`src/rtl/core/sp_pkg.sv`:
```
`default_nettype none
package sp_pkg;

  localparam int IN_W     = 24;          // Q8.16 input coordinates
  localparam int OUT_W    = 32;          // Q16.16 results
  localparam int SUM_W    = 48;          // x*x + y*y + z*z, Q16.32
  localparam int LEN_W    = 24;          // floor square root, Q8.16
  localparam int DIVR_W   = 25;          // d = len + z, Q9.16
  localparam int LD_W     = LEN_W + DIVR_W;  // len * d
  localparam int NUM_W    = 56;          // widest rounded numerator
  localparam int QUO_W    = 32;          // quotient bits kept below the overflow flag
  localparam int SQRT_LAT = LEN_W;       // one root bit per stage
  localparam int DIV_LAT  = QUO_W + 1;   // overflow check plus one quotient bit per stage

  localparam int CFG_AW = 3;
  localparam int CFG_DW = 32;
  localparam logic [0:0] REG_MIN_DIVISOR = 1'b0;
  localparam logic [IN_W-1:0] MIN_DIV_RST = IN_W'(1);

  typedef struct packed {
    logic             ovf;
    logic [QUO_W-1:0] quo;
  } div_res_t;

endpackage
`default_nettype wire

```
`src/rtl/core/sp_sqrt.sv`:
```
`default_nettype none
module sp_sqrt (
  input  wire logic                     clk,
  input  wire logic                     en,
  input  wire logic [sp_pkg::SUM_W-1:0] radicand,
  output logic      [sp_pkg::LEN_W-1:0] root
);
  import sp_pkg::*;

  logic [SUM_W-1:0] rem_r  [SQRT_LAT];
  logic [LEN_W-1:0] root_r [SQRT_LAT];

  // Restoring square root on the remainder S - root^2, one root bit per stage.
  for (genvar k = 0; k < SQRT_LAT; k++) begin : g_stage
    localparam int B = LEN_W - 1 - k;
    logic [SUM_W-1:0] rem_in;
    logic [SUM_W-1:0] trial;
    logic [LEN_W-1:0] root_in;
    logic             ge;

    if (k == 0) begin : g_first
      assign rem_in  = radicand;
      assign root_in = '0;
    end else begin : g_next
      assign rem_in  = rem_r[k-1];
      assign root_in = root_r[k-1];
    end

    assign trial = (SUM_W'(root_in) << (B + 1)) | (SUM_W'(1) << (2 * B));
    assign ge    = rem_in >= trial;

    always_ff @(posedge clk) begin
      if (en) begin
        rem_r[k]  <= ge ? (rem_in - trial) : rem_in;
        root_r[k] <= ge ? (root_in | (LEN_W'(1) << B)) : root_in;
      end
    end
  end

  assign root = root_r[SQRT_LAT-1];

endmodule
`default_nettype wire

```
`config.mk`:
```
export PLATFORM = sky130hd
export DESIGN_NAME = sp_sqrt
export DESIGN_NICKNAME = d
export VERILOG_FILES = /design/src/rtl/core/sp_pkg.sv /design/src/rtl/core/sp_sqrt.sv
export SDC_FILE = /design/constraint.sdc
export NUM_CORES = 2
export LEC_CHECK = 0
export ABC_AREA = 1
export ABC_CLOCK_PERIOD_IN_PS = 2100
export BUFFER_PORTS_ARGS = -buffer_cell sky130_fd_sc_hd__buf_2
export CAP_MARGIN = 25
export CORE_AREA = 2 2 446 448
export CTS_BUF_LIST = sky130_fd_sc_hd__clkbuf_2
export CTS_CLUSTER_SIZE = 30
export DETAILED_ROUTE_END_ITERATION = 10
export DIE_AREA = 0 0 448 450
export SYNTH_ARGS = -nofsm -noshare
export SYNTH_HDL_FRONTEND = slang
export SYNTH_SLANG_ARGS = --single-unit
```
`constraint.sdc`:
```
create_clock -name clk -period 2.1 [get_ports clk]
set_input_delay 0.105 -clock clk [delete_from_list [all_inputs] [get_ports clk]]
set_output_delay 0.105 -clock clk [all_outputs]
set_load 0.05 [all_outputs]
```
Yosys cells after proc, flatten, opt, wreduce, memory -nomap -nowiden --
Memory sizes are Yosys's and may differ from the RTL's. Cells that the tools add are included.
Cells by class: magnitude comparators 24, add/sub/neg operators 24, mux-type cells 50
Operators with widths (number):
- $mux W48 | 24
- $ge A48 B25 Y1 | 1
- $ge A48 B26 Y1 | 1
- $ge A48 B27 Y1 | 1
- $ge A48 B28 Y1 | 1
- $ge A48 B29 Y1 | 1
- $ge A48 B30 Y1 | 1
- $ge A48 B31 Y1 | 1
- $ge A48 B32 Y1 | 1
- $ge A48 B33 Y1 | 1
- $ge A48 B34 Y1 | 1
- $ge A48 B35 Y1 | 1
- $ge A48 B36 Y1 | 1
- $ge A48 B37 Y1 | 1
- $ge A48 B38 Y1 | 1
- $ge A48 B39 Y1 | 1
- $ge A48 B40 Y1 | 1
- $ge A48 B41 Y1 | 1
- $ge A48 B42 Y1 | 1
- $ge A48 B43 Y1 | 1
- $ge A48 B44 Y1 | 1
- $ge A48 B45 Y1 | 1
- $ge A48 B46 Y1 | 1
- $ge A48 B47 Y1 | 1
- other kinds (49) | 51
Word-level totals: output and inout port bits 24, memories 2, register bits 0, RAM bits 1728
Memory list:
- rem_r | depth 24, bits a word 48, rd ports 23, clocked after Yosys merged registers in 0, wr ports 24, RTL line sp_sqrt.sv:10 | logic [SUM_W-1:0] rem_r [SQRT_LAT];
- root_r | depth 24, bits a word 24, rd ports 24, clocked after Yosys merged registers in 0, wr ports 24, RTL line sp_sqrt.sv:11 | logic [LEN_W-1:0] root_r [SQRT_LAT];

Logic depth before layout (Yosys ltp) --
An unclocked memory read counts as a cell.
word-level depth 3, depth in mapped cells 17, mapped depth without buffers 16

Least setup slack after synthesis --
Ideal clock, no wire load.
path type register -> register, start memory rem_r[5][36], in the netlist rem_r[0][276], end memory rem_r[6][37], in the netlist rem_r[0][325] (data pin), clock period less this slack 2.156 ns, path slack -0.056 ns, cell stages (with the launch flop) 11, buffers on the path 1, library setup time 0.253 ns, arrival 1.903 ns, path through edfxtp_1 -> ha_1 -> nand3b_1 -> nand3_2 -> a21oi_1 -> o21ai_1 -> nor2_2 -> nand2_2 -> buf_2 -> nand2_1 -> nand2_1
RTL lines (RTL line):
- start, declared | sp_sqrt.sv:10

==> metrics.md <==
| Metric | Value |
|---|---|
| Post-placement worst setup slack | `-1.135 ns` |
| Synth top cells by count | `nand2_1, edfxtp_1, inv_1, nor2_1, nand3_1` |
| Min-Delay Startpoint | `radicand[35]` |
| Max IR drop VDD | `644.1 uV` |
| Setup Viol. Count Final | `547` |
| Final clock skew | `0.3757 ns` |
| Ranking of synthesized cells by area | `edfxtp_1, nand2_1, inv_1` |
| DIE AREA | `0.2016 sq mm` |
| Least-Margin Pin Slew | `1.285 ns` |
| Antenna viol nets, final | `0` |
| Largest family of logic cells by synthesized area | `simple AND/OR/NAND/NOR gates` |
| CTS tree | `built` |
| Synth Area in Compound Gates | `0.05718` |
| DR DRC count | `0` |
| Vias in the first global route | `75,320` |
| PD cells | `810.5 mW/mm^2` |
| Design Area, Final | `0.1210 sq mm` |
| Hold Crit Endpoint | `rem_r[0][35]` |
| Synthesis-to-finish area growth | `54.40%` |
| Total gr overflow | `0` |
| Post-synth EDFFs | `1,404` |
| Synth Area in Adders | `0.05142` |
| Initial Util | `0.3985` |
| Nets | `12,450` |
| Cell area after synthesis | `0.07836 sq mm` |
| Syn Inst Count | `8,959` |
| Max Buffers Root-to-Sink | `4` |
| Sink Count | `1,404` |
| Period utilization | `1.350` |
| Vias/cell | `5.026` |
| Final core occ | `0.6154` |
| Slew margin rel. | `0.1433` |
| Crit path DAT | `4.29 ns` |
| Initial antenna violation count | `7` |
| Max Cap Viol | `0` |
| Routed WL per cell | `19.65 microns` |
| Failing checks | `setup timing` |
| FF+latch count, synth | `1,404` |
| Status | `complete, but fails checks` |
| Htree depth | `5` |
| All-Layer GR Usage | `0.2771` |
| # fillers | `16,130` |
| Final hold violations | `0` |
| RSZ-0062 raised after global routing | `yes` |
| DP HPWL | `208.5 mm` |
| Slack of the critical path | `-0.7344 ns` |
| Fmax | `352.8 MHz` |
| Post-Synth XOR/XNOR Area | `0.03107` |
| Worst R2R Path Depth | `10` |
| Final wirelength | `294.2 mm` |
| Clk slew on worst S/H paths | `0.14 ns` |
| Max Slew Vio Count | `0` |
| Crit Path Category | `flip-flop to flip-flop` |
| Mean Syn Cell Area | `8.746 sq um` |
| Reg-to-reg setup timing slack | `-0.73 ns` |
| Synth top area share | `0.5381` |
| Dpl cell area | `0.09704 sq mm` |
| Max FO, Critical Path | `8` |
| WP data required | `3.56 ns` |
| Hold crit path type | `primary input to flip-flop` |
| YS warnings | `0` |
| Via count | `75,240` |
| GPL Wtd Cong | `0.9906` |
| Mapped Nets | `9,331` |
| CP startpoint kind | `flip-flop` |
| Drt first pass iters | `9` |
| Post-synth top area cell | `edfxtp_1` |
| IO buf count | `73` |
| DIE WIDTH | `448 microns` |
| CTS buffer count | `373` |
| Seq/Total Area, Yosys | `0.5381` |
| Tmin final | `2.834 ns` |
| Starting DRC count in detailed routing | `5,820` |
| Reg2reg end | `rem_r[1][82]` |
| Leakage | `53.57 nW` |
| Fraction of layout cells with a size suffix above 1 | `0.4460` |
| Post-synthesis mux area share | `0` |
| Clock Latency Late Sink | `2.05 ns` |
| Synth unique cells | `53` |
| First-pass GRT wire length | `428.2 mm` |
| Most frequent cell after synthesis | `nand2_1` |
| Core area | `0.1966 sq mm` |
| RR Startpoint | `rem_r[1][31]` |
| Top Ports | `74` |
| Post-synthesis simple-gate area fraction | `0.2487` |
| Largest net degree at the start of global routing | `84` |
| Ys async rst share | `0` |
| DIE HEIGHT | `450 microns` |
| Hold-critical path depth | `4` |
| Top_reg_cell synth | `edfxtp_1` |
| Clk root buf | `clkbuf_2` |
| Critical Path End Type | `flip-flop` |
| Rows | `163` |
-- sequential cells by signal (all words and copies together) (netlist names) --
signal	cells
rem_r	1104
root_r	300
-- power by group --
group	switching [mW]	internal, mW
Sequential	3.18	35.2
Combinational	21.6	18.8
Clock	11.9	7.36
-- worst max-delay path by stage --
stage	start	endpoint	cells after the start
global route	rem_r[1][31]	rem_r[1][82]	10
global placement	rem_r[1][30]	rem_r[1][78]	10
finish	rem_r[1][31]	rem_r[1][82]	10
floorplan	rem_r[2][259]	rem_r[2][294]	12
CTS	rem_r[1][31]	rem_r[1][78]	10
detailed placement	root_r[1][15]	rem_r[1][78]	10
-- placed cells by master, fill, tap and decap left out, types with 36 or more instances in the layout --
cell / instances
a21oi_1: 130
a21oi_2: 169
a21oi_4: 106
buf_12: 91
buf_2: 49
buf_4: 2200
buf_6: 218
clkbuf_2: 504
clkinv_1: 80
dlygate4sd3_1: 191
edfxtp_1: 1404
ha_1: 125
ha_4: 195
inv_1: 1180
inv_2: 194
nand2_1: 1810
nand2_2: 572
nand2_4: 277
nand3_1: 332
nand3_2: 125
nand3_4: 36
nand3b_1: 49
nand4_1: 188
nor2_1: 718
nor2_2: 148
nor2_4: 152
nor3_1: 85
nor4_1: 61
o21ai_0: 88
o21ai_1: 77
o21ai_2: 119
o21ai_4: 58
xnor2_1: 133
xor2_1: 107
-- critical path, cell delays in order, from the launching register on --
cell and delay (ns):
edfxtp_1 0.45, ha_4 0.31, nand2_4 0.06, inv_4 0.06
nand4_1 0.26, nand3b_1 0.58, o21ai_2 0.37, nor2_4 0.13
clkbuf_16 0.20, nand2_2 0.06, o21ai_2 0.04
-- through the flow --
| stage | std cells | setup TNS [ns] | total power, mW | hold WS [ns] |
|---|---|---|---|---|
| after global routing | 14970 | -157.75 | 103.3 | -0.04617 |
| after global placement | 13590 | -153.21 | 67.17 | 0.2954 |
| after detailed placement | 13590 | -162.61 | 67.34 | 0.2975 |
| after CTS | 14740 | -107.31 | 92.12 | 0.09619 |
| after floorplan | 8959 | 0 | 51.39 | 0.2039 |
| final | 14970 | -112.00 | 98.06 | 0.08216 |
-- per-layer routing --
| layer | global-route usage | vias to the layer above | part of all wire |
|---|---|---|---|
| met5 | 0 | - | 0.000085 |
| met4 | 0.1540 | 4 | 0.066 |
| met3 | 0.03878 | 886 | 0.053 |
| met2 | 0.4775 | 2621 | 0.49 |
| met1 | 0.3315 | 35700 | 0.39 |
| li1 | - | 36040 | - |
-- cells by family (layout without fill, tap and decap cells) --
logic type,after synthesis,after routing
buf+inv,1466,4828
xor+xnor,278,278
simple gates,4668,4669
other cells,0,9
compound gates,821,821
fa+ha+maj,322,322
flops,1404,1404
-- repair_timing --
| action | in CTS | in global routing |
|---|---|---|
| hold endpoints to repair | 1453 | 2 |
| pin swaps | 419 | 605 |
| buffers inserted | 337 | 267 |
| cloned | 52 | 10 |
| resized for setup | 1796 | 1699 |
| hold buffers | 200 | 2 |
| endpoints found under the setup margin | 589 | 595 |
-- cell type report --
class	count	area, sq um	share of cell area
clock buffer	504	2522	0.02085
multi-input combinational	6090	42650	0.3525
tap	2640	3303	0.02730
antenna	9	22.52	0.0001862
sequential	1404	42160	0.3485
timing repair inverter	7	78.83	0.0006515
inverter	1394	5346	0.04419
clock inverter	116	675.6	0.005585
timing repair buffer	2807	24230	0.2003
(Power assumes the default switching activity.)
